File: src/iprg_pkg.sv
// ----------------------------------------------------------------------------
// iprg_pkg: shared types and constants for the IPv4 range group matcher
// Payload structs, register indexes and the queue entry type.
// ----------------------------------------------------------------------------
package iprg_pkg;

    localparam int unsigned CfgIdxW  = 3;
    localparam int unsigned CfgDataW = 9;
    localparam int unsigned CountW   = 9;

    localparam logic [CfgIdxW-1:0] REG_INC_ALL = 3'd0;
    localparam logic [CfgIdxW-1:0] REG_EXC_ALL = 3'd1;
    localparam logic [CfgIdxW-1:0] REG_INC_G0  = 3'd2;
    localparam logic [CfgIdxW-1:0] REG_EXC_G0  = 3'd3;
    localparam logic [CfgIdxW-1:0] REG_INC_G1  = 3'd4;
    localparam logic [CfgIdxW-1:0] REG_EXC_G1  = 3'd5;

    localparam logic MODE_WRITE = 1'b0;
    localparam logic MODE_QUERY = 1'b1;

    typedef struct packed {
        logic        mode;
        logic        group;
        logic        which_list;
        logic [7:0]  entry_index;
        logic [31:0] range_start;
        logic [31:0] range_end;
        logic [31:0] address;
    } in_item_t;

    typedef struct packed {
        logic included;
        logic in_include_list;
        logic in_exclude_list;
    } out_item_t;

    // classified query handed from front to back
    typedef struct packed {
        logic              group;
        logic [31:0]       address;
        logic [CountW-1:0] inc_n;
        logic [CountW-1:0] exc_n;
        logic              inc_all;
        logic              exc_all;
    } query_t;

endpackage

File: src/iprg_queue.sv
// ----------------------------------------------------------------------------
// iprg_queue: two-entry queue between front and back
// Lets the front take beats while the back searches.
// ----------------------------------------------------------------------------
module iprg_queue (
    input  logic             clk,
    input  logic             rst_n,
    input  logic             push_valid,
    output logic             push_ready,
    input  iprg_pkg::query_t push_item,
    output logic             pop_valid,
    input  logic             pop_ready,
    output iprg_pkg::query_t pop_item
);
    import iprg_pkg::*;

    query_t     mem_reg [2];
    logic       wp_reg, rp_reg;
    logic [1:0] cnt_reg;
    logic       push, pop;

    assign push_ready = (cnt_reg != 2'd2);
    assign pop_valid  = (cnt_reg != 2'd0);
    assign pop_item   = mem_reg[rp_reg];
    assign push       = push_valid && push_ready;
    assign pop        = pop_valid && pop_ready;

    always_ff @(posedge clk)
    begin
        if (push)
        begin
            mem_reg[wp_reg] <= push_item;
        end
    end

    always_ff @(posedge clk or negedge rst_n)
    begin
        if (!rst_n)
        begin
            wp_reg  <= 1'b0;
            rp_reg  <= 1'b0;
            cnt_reg <= '0;
        end
        else
        begin
            if (push)
            begin
                wp_reg <= !wp_reg;
            end
            if (pop)
            begin
                rp_reg <= !rp_reg;
            end
            cnt_reg <= cnt_reg + 2'(push) - 2'(pop);
        end
    end

    assert property (@(posedge clk) disable iff (!rst_n) cnt_reg != 2'd3)
        else $error("queue count out of range");
    assert property (@(posedge clk) disable iff (!rst_n)
        (cnt_reg == 2'd2 && !pop) |=> cnt_reg == 2'd2)
        else $error("full queue lost an entry");
    assert property (@(posedge clk) disable iff (!rst_n)
        (cnt_reg == 2'd0) |=> cnt_reg != 2'd2)
        else $error("queue grew by two in a cycle");

endmodule

File: config.mk
export PLATFORM = sky130hd
export DESIGN_NAME = iprg_queue
export DESIGN_NICKNAME = d
export VERILOG_FILES = /design/src/iprg_pkg.sv /design/src/iprg_queue.sv
export SDC_FILE = /design/constraint.sdc
export NUM_CORES = 1
export LEC_CHECK = 0
export ABC_AREA = 1
export BUFFER_PORTS_ARGS = -buffer_cell sky130_fd_sc_hd__buf_2
export CAP_MARGIN = 15
export CORE_ASPECT_RATIO = 0.75
export CORE_MARGIN = 2
export CORE_UTILIZATION = 42
export CTS_CLUSTER_SIZE = 40
export DETAILED_ROUTE_END_ITERATION = 12
export GPL_ROUTABILITY_DRIVEN = 0
export PLACE_DENSITY_LB_ADDON = 0.05
export SLEW_MARGIN = 20
export SYNTH_ARGS = -nofsm -noshare
export SYNTH_HDL_FRONTEND = slang
export SYNTH_SLANG_ARGS = --single-unit
File: constraint.sdc
create_clock -name clk -period 3.9 [get_ports clk]
set_clock_uncertainty 0.15 [all_clocks]
set_input_delay 0.39 -clock clk [delete_from_list [all_inputs] [get_ports clk]]
set_output_delay 0.39 -clock clk [all_outputs]
set_load 0.005 [all_outputs]
[Word level (Yosys, flattened, before mapping)]
Memory sizes are Yosys's and may differ from the RTL's.
Cells that the tools add are included.
Storage, ports and cells
  register bits after elaboration: 4
  memory bits (writable): 106
  input port bits: 57
  output and inout port bits: 55
  memories kept: 1
Operators by class
  $add $sub $neg: 2
  equality and inequality tests: 1
  mux-type cells: 2
  reduce and logical (&&, ||, !) cells: 5
Memory list
  mem_reg: words 2, bits a word 53, read ports 1, clocked after Yosys merged registers in 0, write ports 1, RTL line iprg_queue.sv:17  | query_t mem_reg [2];
Operators by type and width (count)
  adder 2 x 1 -> 2 bit: 1
  logical AND 1 bit: 2
  zero test 1 bit: 2
  two-way mux 1 bit: 2
  inequality test 2 bit (second input constant): 1
  nonzero test 2 bit: 1
  subtractor 2 x 1 -> 2 bit: 1

[Logic depth before layout (Yosys ltp)]
  word-level depth: 4
  mapped depth: 12

[Least setup slack after synthesis]
OpenSTA, ideal clock, no wires.
  path type: reg2reg
  from: register cnt_reg[1]
  to: memory mem_reg[0][0] (netlist name) (enable)
  setup time: 464 ps
  arrival time: 2825 ps
  required time: 3286 ps
  setup slack: 461 ps
  cell stages (with the launch flop): 4
  path buffers: 0
  period minus slack after synthesis: 3439 ps
  cell sequence: dfrtp_1 -> nand2_2 -> nand2_2 -> nor2_1
On the way
  cells in the longest elaborated chain, start to end: 4
Ends and longest elaborated chain
  from (decl): RTL line iprg_queue.sv:19  | logic [1:0] cnt_reg;
  from (signal assigned): RTL line iprg_queue.sv:54  | cnt_reg <= cnt_reg + 2'(push) - 2'(pop);
  inequality test 2 bit: RTL line iprg_queue.sv:22  | assign push_ready = (cnt_reg != 2'd2);
  named net push_ready: RTL line iprg_queue.sv:9  | output logic push_ready,
  logical AND 1 bit: RTL line iprg_queue.sv:25  | assign push = push_valid && push_ready;
  two-way mux 1 bit: RTL line iprg_queue.sv:30  | if (push)
  two-way mux 1 bit (implied by the code): RTL line iprg_queue.sv:32  | mem_reg[wp_reg] <= push_item;
  to (decl): RTL line iprg_queue.sv:17
The timed path passes the listed nets, and every way through them passes these cells.

==> results.py <==
metrics = {
    "routing": {
        "post_drt_via_cell_ratio": 4.41,
        "postRouteAntennaNets": 0,
        "wl_per_cell_um": 13.6,
        "wirelength_um": 7610,
        "num_vias": 2472,
        "first_pass_iters": 4,
        "drc": 0,
        "drt_iter0_markers": 119,
    },
    "clocking": {
        "cts_root_buf": "clkbuf_16",
        "clock_latency_ns": 0.34,
        "cts_tree": "built",
        "cts_made_buffers": 9,
        "post_cts_resized": 0,
        "clockBufferDepth": 2,
        "post_cts_buffers": 0,
        "ctsHoldBuffers": 1,
        "htreeDepth": 3,
        "clk_pin_slew_worst_paths_ns": 0.07,
        "clock_sinks": 110,
    },
    "power": {
        "switching_share": 0.311,
        "p_leak_uw": 0.00221,
        "powerDensity_mw_per_mm2": 731,
        "pwr-share-comb": 0.296,
        "p_seq_frac": 0.453,
        "p_int_uw": 2560,
        "switchingPower_uw": 1160,
        "ir_drop_mv": 0.383,
        "p_clk_frac": 0.251,
    },
    "die": {
        "core_mm2": 0.00958,
        "die_h_um": 89.6,
        "die_x_um": 118,
        "pin_count": 112,
        "fp-row-count": 31,
        "initial_core_util": 0.428,
        "die_area_mm2": 0.0106,
    },
    "cells_and_area": {
        "drive_above_1_share": 0.315,
        "area_growth_pct": 24.0,
        "nets": 481,
        "largest_reg_flops": 106,
        "antenna_cells": 0,
        "fill_cells": 840,
    },
    "placement": {
        "io_buffers": 111,
        "place_ws_ns": 1.79,
        "dpl.hpwl_um": 4680,
    },
    "yosys": {
        "yosysTopAreaCell": "edfxtp_1",
        "yosys-top-cells-area": "edfxtp_1, nand2_1, dfrtp_1, buf_6, buf_2",
        "synth.avg_cell_area_um2": 13.3,
        "yosysWarnings": 0,
        "synth_cell_types": 17,
        "ys_seq_area_frac": 0.800,
        "synth_area_mm2": 0.00410,
        "syn_inst": 308,
        "syn_nets": 366,
        "ys_seq_elements": 110,
        "yosysTopAreaCellShare": 0.776,
    },
    "worst_setup_path": {
        "path_delay_family": "buffers and inverters",
        "cp.required_ns": 3.36,
        "path_class": "flip-flop to output pin",
        "worst-path-buf-inv": 2,
        "slowest_stage": "inv_4",
        "regToRegSetupSlack_ns": 1.82,
        "cpMostUsedCell": "nand2_1",
        "critPathArrivalTime_ns": 1.57,
        "crit_chain": "inv_4 > nand2_1 > nand2_1 > buf_2",
        "critPathLaunchType": "flip-flop",
        "end_kind": "output pin",
        "cpPeakStageDelay_ns": 0.43,
        "path_max_fanout": 54,
    },
    "grt": {
        "grt_overflow": 0,
        "grt_pass1_wl_um": 11600,
        "grt_usage": 0.149,
        "first_global_vias": 2303,
        "antenna_found_initial": 0,
        "grt_max_degree": 55,
    },
    "timing": {
        "maxSlewViolCount": 0,
        "slew_headroom": 0.522,
        "clock.fmax_mhz": 474,
        "period_minus_slack_ns": 2.11,
        "fin_crit_sh": 0.540,
        "rsz0062_at_grt": "no",
        "finalHoldViolCount": 0,
        "setup_violations": 0,
        "worst_slew_pin_slew_ns": 0.717,
        "setup_tns_ns": 0,
        "setup_ws_ns": 1.79,
    },
    "flow_run": {
        "maxCapViolations": 0,
    },
    "min_path": {
        "hp-class": "input pin to flip-flop",
    },
    "run_status": {
        "status": "finished, final reports clean",
    },
}
==> cell usage in the layout (no fill, tap or decap), types with 3 or more instances in the layout <==
master	count
clkinv_2	3
buf_2	111
buf_4	3
nor2_1	3
dfrtp_1	3
edfxtp_1	106
inv_1	6
clkbuf_16	9
nand2_1	166
==> metrics by stage <==
step | total power [µW] | utilization | hold WS (ns) | std cells | area (µm²)
5_1_grt | 3990 | 0.531 | 0.0707 | 560 | 5090
3_5_place_dp | 2850 | 0.498 | 0.0569 | 543 | 4770
6_report | 3720 | 0.531 | 0.0859 | 560 | 5090
3_3_place_gp | 2840 | 0.498 | 0.0545 | 543 | 4770
2_1_floorplan | 2390 | - | -0.0556 | 308 | 4100
4_1_cts | 3790 | 0.531 | 0.0690 | 560 | 5090
==> worst reg2reg max path: stages (launching register included) <==
cell     delay [ns]
dfrtp_1        0.42
nand2_2        0.12
nand2_2        0.11
nor2_4         0.35
buf_4          0.56
==> Yosys cell counts (all sizes together) <==
master,n
nand2,168
edfxtp,106
buf,11
inv,8
nor2,5
dfrtp,4
nand3,2
a21oi,1
ha,1
o21ai,1
xor2,1
==> path summary, 6_finish.rpt <==
kind	from	end	cells after the start
hold / removal	push_item[3]	mem_reg[1][3]	1
setup / recovery	rp_reg	pop_item[36]	4
min in group asynchronous	rst_n	cnt_reg[0]	2
max in group asynchronous	rst_n	rp_reg	2
setup reg to reg	cnt_reg[1]	mem_reg[1][25]	4
hold reg to reg	cnt_reg[0]	cnt_reg[0]	1
==> per-layer routing <==
layer,up-vias,share of wire,GRT usage
met4,0,0.0045,0.0329
li1,1256,-,-
met1,1134,0.44,0.186
met5,-,0,0
met2,77,0.48,0.244
met3,5,0.075,0.0657
==> cell families (layout without fill, tap and decap cells) <==
group	Yosys count	count (layout)	share of synthesized area
DFF	110	110	0.800
and+or+nand+nor	175	175	0.163
AOI/OAI and AO/OA	2	2	0.00244
adders and majority gates	1	1	0.00305
xor gates and xnor gates	1	1	0.00214
buffers and inverters	19	139	0.0296
==> area by class of cell <==
class                   count  area [µm²]  share of cell area
repair buffers            115         588               0.116
well taps                 132         165              0.0325
clock inverters             5        75.1              0.0148
inverters                   8        32.5             0.00639
multi-input cells         179         711               0.140
flip-flops and latches    110        3280               0.645
clock buffers              11         233              0.0457
==> power by group through the flow <==
stage / sequential [µW] / combinational, µW / clock (µW)
detailed placement: 1710 / 1140 / 0
global route: 1710 / 1280 / 1010
finish: 1690 / 1100 / 935
CTS: 1690 / 1140 / 960
global placement: 1710 / 1130 / 0
floorplan: 1710 / 679 / 0
(Power assumes the default switching activity.)
