--- src/iprg_pkg.sv ---
// ----------------------------------------------------------------------------
// iprg_pkg: shared types and constants for the IPv4 range group matcher
// Payload structs, register indexes and the queue entry type.
// ----------------------------------------------------------------------------
package iprg_pkg;

    localparam int unsigned CfgIdxW  = 3;
    localparam int unsigned CfgDataW = 9;
    localparam int unsigned CountW   = 9;

    localparam logic [CfgIdxW-1:0] REG_INC_ALL = 3'd0;
    localparam logic [CfgIdxW-1:0] REG_EXC_ALL = 3'd1;
    localparam logic [CfgIdxW-1:0] REG_INC_G0  = 3'd2;
    localparam logic [CfgIdxW-1:0] REG_EXC_G0  = 3'd3;
    localparam logic [CfgIdxW-1:0] REG_INC_G1  = 3'd4;
    localparam logic [CfgIdxW-1:0] REG_EXC_G1  = 3'd5;

    localparam logic MODE_WRITE = 1'b0;
    localparam logic MODE_QUERY = 1'b1;

    typedef struct packed {
        logic        mode;
        logic        group;
        logic        which_list;
        logic [7:0]  entry_index;
        logic [31:0] range_start;
        logic [31:0] range_end;
        logic [31:0] address;
    } in_item_t;

    typedef struct packed {
        logic included;
        logic in_include_list;
        logic in_exclude_list;
    } out_item_t;

    // classified query handed from front to back
    typedef struct packed {
        logic              group;
        logic [31:0]       address;
        logic [CountW-1:0] inc_n;
        logic [CountW-1:0] exc_n;
        logic              inc_all;
        logic              exc_all;
    } query_t;

endpackage

--- src/iprg_front.sv ---
// ----------------------------------------------------------------------------
// iprg_front: accept and classify beats
// Holds the configuration registers, hands query beats to the queue with the
// group's counts and flags attached, and passes write beats out as table
// writes.
// ----------------------------------------------------------------------------
module iprg_front #(
    parameter int unsigned MAX_RANGES = 256
) (
    input  logic                            clk,
    input  logic                            rst_n,
    input  logic                            cfg_we,
    input  logic [iprg_pkg::CfgIdxW-1:0]    cfg_index,
    input  logic [iprg_pkg::CfgDataW-1:0]   cfg_data,
    input  logic                            in_valid,
    output logic                            in_ready,
    input  iprg_pkg::in_item_t              in_item,
    input  logic                            hold_writes,
    output logic                            wr_en,
    output logic                            wr_list,
    output logic                            wr_group,
    output logic [((MAX_RANGES > 1) ? $clog2(MAX_RANGES) : 1)-1:0] wr_index,
    output logic [31:0]                     wr_start,
    output logic [31:0]                     wr_end,
    output logic                            q_valid,
    input  logic                            q_ready,
    output iprg_pkg::query_t                q_item
);
    import iprg_pkg::*;

    localparam int unsigned IdxW = (MAX_RANGES > 1) ? $clog2(MAX_RANGES) : 1;

    logic [1:0]        inc_all_reg, exc_all_reg;
    logic [CountW-1:0] inc_g0_reg, exc_g0_reg, inc_g1_reg, exc_g1_reg;
    logic              is_query;
    logic              accept;

    always_ff @(posedge clk or negedge rst_n)
    begin
        if (!rst_n)
        begin
            inc_all_reg <= '0;
            exc_all_reg <= '0;
            inc_g0_reg  <= '0;
            exc_g0_reg  <= '0;
            inc_g1_reg  <= '0;
            exc_g1_reg  <= '0;
        end
        else if (cfg_we)
        begin
            case (cfg_index)
                REG_INC_ALL: inc_all_reg <= cfg_data[1:0];
                REG_EXC_ALL: exc_all_reg <= cfg_data[1:0];
                REG_INC_G0:  inc_g0_reg  <= cfg_data;
                REG_EXC_G0:  exc_g0_reg  <= cfg_data;
                REG_INC_G1:  inc_g1_reg  <= cfg_data;
                REG_EXC_G1:  exc_g1_reg  <= cfg_data;
                default: ;
            endcase
        end
    end

    assign is_query = (in_item.mode == MODE_QUERY);
    // hold writes until earlier queries have finished searching;
    // queries wait for queue space
    assign in_ready = is_query ? q_ready : !hold_writes;
    assign accept   = in_valid && in_ready;

    assign q_valid = in_valid && is_query;

    always_comb
    begin
        q_item.group   = in_item.group;
        q_item.address = in_item.address;
        q_item.inc_n   = in_item.group ? inc_g1_reg : inc_g0_reg;
        q_item.exc_n   = in_item.group ? exc_g1_reg : exc_g0_reg;
        q_item.inc_all = in_item.group ? inc_all_reg[1] : inc_all_reg[0];
        q_item.exc_all = in_item.group ? exc_all_reg[1] : exc_all_reg[0];
    end

    // drop writes beyond the table
    assign wr_en    = accept && !is_query && ({24'd0, in_item.entry_index} < 32'(MAX_RANGES));
    assign wr_list  = in_item.which_list;
    assign wr_group = in_item.group;
    assign wr_index = IdxW'(in_item.entry_index);
    assign wr_start = in_item.range_start;
    assign wr_end   = in_item.range_end;

endmodule

--- config.mk ---
export PLATFORM = sky130hd
export DESIGN_NAME = iprg_front
export DESIGN_NICKNAME = d
export VERILOG_FILES = /design/src/iprg_pkg.sv /design/src/iprg_front.sv
export SDC_FILE = /design/constraint.sdc
export NUM_CORES = 1
export LEC_CHECK = 0
export ABC_AREA = 1
export BUFFER_PORTS_ARGS = -buffer_cell sky130_fd_sc_hd__buf_2
export CORE_AREA = 2 2 98 100
export CTS_BUF_LIST = sky130_fd_sc_hd__clkbuf_8
export DETAILED_ROUTE_END_ITERATION = 12
export DIE_AREA = 0 0 100 102
export GPL_ROUTABILITY_DRIVEN = 0
export PLACE_DENSITY = 0.67
export REMOVE_ABC_BUFFERS = 1
export SLEW_MARGIN = 20
export SYNTH_ARGS = -nofsm -noshare
export SYNTH_HDL_FRONTEND = slang
export SYNTH_SLANG_ARGS = --single-unit
export TNS_END_PERCENT = 5
--- constraint.sdc ---
create_clock -name clk -period 1.3 [get_ports clk]
set_input_delay 0.195 -clock clk [delete_from_list [all_inputs] [get_ports clk]]
set_output_delay 0.195 -clock clk [all_outputs]
set_load 0.05 [all_outputs]
Word level (Yosys, flattened, before mapping)
Cells that the tools add are included.
{"block": "totals", "input_bits": 125, "mem_bits_rw": 0, "out_inout_bits": 130, "regBits": 40, "mem_bits_ro": 0, "n_memories": 0, "latchBits": 0}
{"block": "op_classes", "n_reduce_logical": 12, "mux": 5, "div_mod_pow": 0, "multipliers": 0, "add_sub_neg": 0, "n_eq_ne": 5, "bitwise": 0, "n_lt_le_gt_ge": 0, "shifts": 0}
{"op": "9-bit 2-to-1 mux", "count": 2}
{"op": "2-bit AND reduction", "count": 6}
{"op": "3-bit by 2-bit equality test with 1-bit output, second input constant", "count": 2}
{"op": "3-bit equality test, second input constant", "count": 2}
{"op": "3-bit by 1-bit equality test with 1-bit output, second input constant", "count": 1}
{"op": "1-bit logical AND", "count": 3}
{"op": "3-bit zero test", "count": 1}
{"op": "1-bit 2-to-1 mux", "count": 3}
{"op": "1-bit zero test", "count": 2}

Logic depth before layout (Yosys ltp)
Gate-level depths: netlist of the first run.
{"block": "logic_depth", "ltp_word": 4, "ltp_mapped": 6}

Worst setup path before layout of the first run
OpenSTA, ideal clock, no wires.
{"block": "synth_timing", "kind": "input port to output port", "startpoint": "input hold_writes", "endpoint": "output wr_en", "stages": 3, "arrival_time_ns": 2.143, "slack_ns": -1.038, "n_path_buf": 0, "cell_sequence": "o21ai_0 nand2_1 nor2_1"}
{"block": "synth_between", "elab_chain_cells": 4}
{"element": "start: declaration", "line": "iprg_front.sv:18", "rtl": "input logic hold_writes,"}
{"element": "1-bit zero test", "line": "iprg_front.sv:66", "rtl": "assign in_ready = is_query ? q_ready : !hold_writes;"}
{"element": "1-bit 2-to-1 mux", "line": "iprg_front.sv:66"}
{"element": "1-bit logical AND", "line": "iprg_front.sv:67", "rtl": "assign accept = in_valid && in_ready;"}
{"element": "1-bit logical AND", "line": "iprg_front.sv:82", "rtl": "assign wr_en = accept && !is_query && ({24'd0, in_item.entry_index} < 32'(MAX_RANGES));"}
{"element": "end: declaration", "line": "iprg_front.sv:19", "rtl": "output logic wr_en,"}
No other way between the ends.

==> qor.yml, run 1 <==
status: "finished, final reports clean"
synthTopCellsByArea: "dfrtp_1 37%, buf_4 30%, nand2_1 18%"
worstPathCellList: "inv_1 > o21ai_0 > buf_4"
grt_pass1_vias: 1971
grt_pass1_wl_microns: 22300
setup_tns_ns: 0
vias_per_cell: 4.94
die_y_microns: 102
layout-drive-gt1-share_pct: 22.7
fp.dieW_microns: 100
synthCells: 362
clk_path_buf_depth: 2
cts_tree: "done"
antenna_found_initial: 0
detail-route-antenna-nets: 0
area_growth_pct: -7.67
setup_viol_count_final: 0
endpoint_kind: "output port"
rsz0062_at_grt: "true"
clk_latency_ns: 0.29
first_iter_violations: 168
fin_nets: 432
core_area_sq_um: 9110
hold_violations: 0
cts_root_buf: "clkbuf_8"
critPathLaunchType: "flip-flop"
ys_warn_count: 0
worstSetupPathType: "flip-flop to output port"
ys_types: 14
start_util_pct: 29.7
n_antenna_cell: 0
routed_wl_microns: 18400
clock_skew_ns: 0
period_minus_slack_ns: 1.25
critical_path.slowest_cell: "dfrtp_1"
die_area_sq_um: 10200
max_freq_mhz: 801
path_buf_inv: 2
worstMarginPinSlew_ns: 0.427
synth-seq-cells: 40
grt_use_total_pct: 35.2
placed_cells: 410
yosys.area.top_type: "dfrtp_1"
finalCritPeriodShare_pct: 96.0
place_hpwl_microns: 16800
gr-total-overflow: 0
synth.avg_cell_area_sq_um: 7.48
clkTransAtPathRegs_ns: 0.08
crit_family: "flip-flops"
wl_per_cell_microns: 43.8
power_mw: 3.83
p_per_area_nw_per_um2: 1530
slowest_delay_ns: 0.36
row_count: 35
detail_route.first_pass.iterations: 4
drv_slew: 0
peakVddDrop_mv: 0.665
clock_sinks: 40
layout.cells.non_filler: 419
grt_max_degree: 41
path_max_fanout: 2
syn_area_sq_um: 2710
yosysSeqAreaShare_pct: 37.0
relSlewSlack_pct: 71.5
leakagePower_nw: 1.36
hold_ws_ns: 0.154
synth_top_area_share_pct: 37.0
port_buffers: 44
arrival_ns: 1.05
drc_errors: 0
required_ns: 1.11
hold_path_class: "input port to flip-flop"
htreeDepth: 2
drv_cap: 0
vias: 2070
io_pins: 255
numCtsBuffers: 5
## tightest hold or removal path, delay by kind of cell
family / cells / cell delay [ns]
and+or+nand+nor: 2 / 0.10
buffers and inverters: 1 / 0.12
## Yosys cell counts (all sizes together)
cell / count
dfrtp: 40
nand2: 131
nor2: 7
clkbuf: 3
o21ai: 21
buf: 111
inv: 27
nand3: 22
## routing by layer
layer	GRT usage, %	routed length [microns]	vias up
met4	26.2	1940	10
met1	14.8	2810	856
met2	60.1	8690	265
li1	-	-	883
met5	22.1	260	-
met3	43.0	4670	56
## area by class of cell
type,instances,area [sq um]
well taps,111,139
flip-flops and latches,40,1000
inverters,27,101
repair buffers,52,373
multi-input cells,181,778
fillers,1011,6610
clock buffers,5,68.8
clock inverters,3,38.8
## placed cells by master (no fill, tap or decap), drive strengths merged
cell type    instances
nand2              131
buf                 51
dfrtp               40
inv                 28
nand3               22
o21ai               21
nor2                 7
clkbuf               5
clkinv               1
bufinv               1
dlygate4sd3          1
## cell families (layout without fill, tap and decap cells)
kind of cell	Yosys count	in the layout	share of synthesized area, %
simple gates	160	160	24.3
buf+inv	141	87	34.8
flops	40	40	37.0
compound gates	21	21	3.88
## where the power goes
part	internal, mW	switching [mW]	leakage [nW]	total (mW)
logic	0.380	0.835	0.801	1.21
registers	1.48	0.132	0.503	1.61
clock network	0.563	0.443	0.0593	1.01
## path summary, 6_finish.rpt
path | to | cells past startpoint | from | slack [ns]
min reg2reg | inc_g1_reg[5] | 2 | inc_g1_reg[5] | 0.48
max | q_item[16] | 3 | inc_g0_reg[5] | 0.05
min in group asynchronous | exc_g0_reg[2] | 3 | rst_n | 0.41
max in group asynchronous | exc_g1_reg[6] | 3 | rst_n | 0.69
max reg2reg | inc_g0_reg[1] | 2 | inc_g0_reg[1] | 0.67
min | exc_g0_reg[2] | 3 | cfg_data[2] | 0.15
## per-stage QoR
step | worst slack (ns) | cell area, sq um | util [%]
3_5_place_dp | 0.0684 | 2300 | 25.3
3_3_place_gp | 0.0323 | 2300 | 25.3
5_1_grt | -0.0165 | 2500 | 27.4
2_1_floorplan | -1.04 | 1870 | -
6_report | 0.0518 | 2500 | 27.4
4_1_cts | 0.000322 | 2460 | 27.0
## timing repair
action	in CTS	in global routing
buffers inserted	0	0
hold buffers	1	0
endpoints found under the hold margin	40	0
setup endpoints to repair	15	17
resized for setup	19	30
No activity file was read; power rests on OpenSTA's default activity.
==> run 2, diff against run 1 <==
--- a/config.mk
+++ b/config.mk
@@ -7,12 +7,12 @@
 export LEC_CHECK = 0
 export ABC_AREA = 1
 export BUFFER_PORTS_ARGS = -buffer_cell sky130_fd_sc_hd__buf_2
-export CORE_AREA = 2 2 98 100
+export CORE_AREA = 2 2 99 101
 export CTS_BUF_LIST = sky130_fd_sc_hd__clkbuf_8
 export DETAILED_ROUTE_END_ITERATION = 12
-export DIE_AREA = 0 0 100 102
+export DIE_AREA = 0 0 101 103
 export GPL_ROUTABILITY_DRIVEN = 0
-export PLACE_DENSITY = 0.67
+export PLACE_DENSITY = 0.66
 export REMOVE_ABC_BUFFERS = 1
 export SLEW_MARGIN = 20
 export SYNTH_ARGS = -nofsm -noshare
==> constraint.sdc (replaced) <==
create_clock -name clk -period 1.4 [get_ports clk]
set_input_delay 0.21 -clock clk [delete_from_list [all_inputs] [get_ports clk]]
set_output_delay 0.21 -clock clk [all_outputs]
set_load 0.05 [all_outputs]
==> qor.yml, run 2 (synthesis gave the netlist of run 1 again) <==
layout_commonest_cell: "nand2_1"  # unchanged
setup_tns_ns: 0  # unchanged
cts_tree: "done"  # unchanged
fin_nets: 435  # was 432
row_count: 36  # was 35
antenna_found_initial: 0  # unchanged
gr-usage-met1_pct: 17.6  # was 14.8%
start_util_pct: 28.6  # was 29.7%
status: "finished, final reports clean"  # unchanged
leakagePower_nw: 1.36  # about the same
detail-route-antenna-nets: 0  # unchanged
relSlewSlack_pct: 67.8  # was 71.5%
grt_use_total_pct: 35.2  # about the same
worstHoldStart: "cfg_data[6]"  # was cfg_data[2]
fin_ws_ns: 0.0577  # was 0.0518 ns
finalCritPeriodShare_pct: 95.9
cts_root_buf: "clkbuf_8"  # unchanged
gr-total-overflow: 0  # unchanged
die_area_sq_um: 10400  # was 10200 sq um
hold_ws_ns: 0.173  # was 0.154 ns
final_cell_mix: "127 x nand2_1, 40 x dfrtp_1, 31 x buf_2, 28 x inv_1, 22 x nand3_1"  # was 128 x nand2_1, 40 x dfrtp_1, 28 x inv_1, 24 x buf_2, 22 x nand3_1
fp.dieW_microns: 101  # was 100 microns
layout.cells.non_filler: 425  # was 419
area_growth_pct: -8.83  # was -7.67%
holdPathStages: 3  # unchanged
die_y_microns: 103  # was 102 microns
slowest_delay_ns: 0.38  # was 0.36 ns
io_pins: 255  # unchanged
worstSetupPathType: "flip-flop to output port"  # unchanged
p_per_area_nw_per_um2: 1420  # was 1530 nW/um^2
core_area_sq_um: 9460  # was 9110 sq um
clock_skew_ns: 0  # unchanged
clock_sinks: 40  # unchanged
clk_latency_ns: 0.29  # about the same
worstPathCellList: "inv_1 > o21ai_0 > clkbuf_4"  # was inv_1 > o21ai_0 > buf_4
setup_viol_count_final: 0  # unchanged
layout-drive-gt1-share_pct: 22.5  # was 22.7%
dpl_worst_slack_ns: 0.155  # was 0.0684 ns
place_hpwl_microns: 17100  # was 16800 microns
hold_violations: 0  # unchanged
arrival_ns: 1.13  # was 1.05 ns
r2r-start: "inc_g0_reg[6]"  # was inc_g0_reg[1]
rsz0062_at_grt: "true"  # unchanged
critPathLaunchType: "flip-flop"  # unchanged
grt_pass1_wl_microns: 22200  # was 22300 microns
reg2reg_slack_ns: 0.74  # was 0.67 ns
path_max_fanout: 2  # unchanged
port_buffers: 44  # unchanged
first_iter_violations: 129  # was 168
path_buf_inv: 2  # unchanged
endpoint_kind: "output port"  # unchanged
grt_pass1_vias: 1830  # was 1971
grt_util_met3_pct: 42.4  # was 43.0%
min_to: "exc_g1_reg[6]"  # was exc_g0_reg[2]
max_freq_mhz: 745
r2r_cells: 2  # unchanged
worstMarginPinSlew_ns: 0.483  # was 0.427 ns
critical_path.slowest_cell: "dfrtp_1"  # unchanged
drv_slew: 0  # unchanged
clkTransAtPathRegs_ns: 0.08  # about the same
peakVddDrop_mv: 0.606  # was 0.665 mV
clk_path_buf_depth: 2  # unchanged
use_met2_pct: 63.7  # was 60.1%
crit_family: "flip-flops"  # unchanged
required_ns: 1.19  # was 1.11 ns
vias_per_cell: 4.88  # was 4.94
detail_route.first_pass.iterations: 5  # was 4
wl_per_cell_microns: 43.8  # about the same
numCtsBuffers: 5  # unchanged
grt_max_degree: 23  # was 41
r2r-end: "inc_g0_reg[6]"  # was inc_g0_reg[1]
hold_path_class: "input port to flip-flop"  # unchanged
period_minus_slack_ns: 1.34
n_antenna_cell: 0  # unchanged
top_usage_layer: "met2"  # unchanged
vias: 2075  # was 2070
htreeDepth: 2  # unchanged
final_util_pct: 26.1  # was 27.4%
routed_wl_microns: 18600  # was 18400 microns
drc_errors: 0  # unchanged
drv_cap: 0  # unchanged
placed_cells: 416  # was 410
run 2: where the power goes:
part | internal [mW] | leakage, nW | switching, mW | total [mW]
clock | 0.523 | 0.0593 | 0.424 | 0.946
sequential | 1.37 | 0.503 | 0.133 | 1.50
combinational | 0.302 | 0.794 | 0.755 | 1.06
total | 2.20 | 1.36 | 1.31 | 3.51
run 2: final cells by class:
class	count	area, sq um
Clock buffer	5	68.8
Tap cell	114	143
Inverter	27	101
Fill cell	1055	6990
Multi-Input combinational cell	181	766
Sequential cell	40	1000
Timing Repair Buffer	55	350
Clock inverter	3	38.8
run 2: through the flow:
stage | area, sq um | power, mW
global route | 2470 | 3.68
CTS | 2440 | 3.47
detailed placement | 2320 | 2.53
finish | 2470 | 3.51
global placement | 2320 | 2.51
floorplan | 1870 | 2.20
run 2: worst min-delay path, cell delays in order:
cell     delay, ns
buf_2         0.12
nand2_1       0.06
nand2_1       0.05
run 2: how the worst max path moves through the flow:
stage	from	endpoint	slack, ns	cells after the start
2_1_floorplan	hold_writes	wr_en	-0.97	3
6_report	inc_g0_reg[6]	q_item[17]	0.06	3
5_1_grt	inc_g0_reg[0]	q_item[11]	-0.02	3
4_1_cts	exc_g1_reg[6]	q_item[8]	0.02	3
3_3_place_gp	in_item[105]	q_item[0]	0.17	5
3_5_place_dp	in_item[105]	q_item[0]	0.15	5
run 2: what timing repair did:
item | CTS | global route
resized for setup | 2 | 15
hold buffers | 1 | 0
setup buffers | 0 | 0
hold endpoints to repair | 18 | 0
gates cloned | 0 | 0
endpoints found under the setup margin | 1 | 12
run 2: routing by layer:
metal | wire [microns] | vias up
met2 | 9470 | 250
met1 | 3230 | 894
met5 | 51 | -
met3 | 4780 | 42
met4 | 1110 | 2
li1 | - | 887
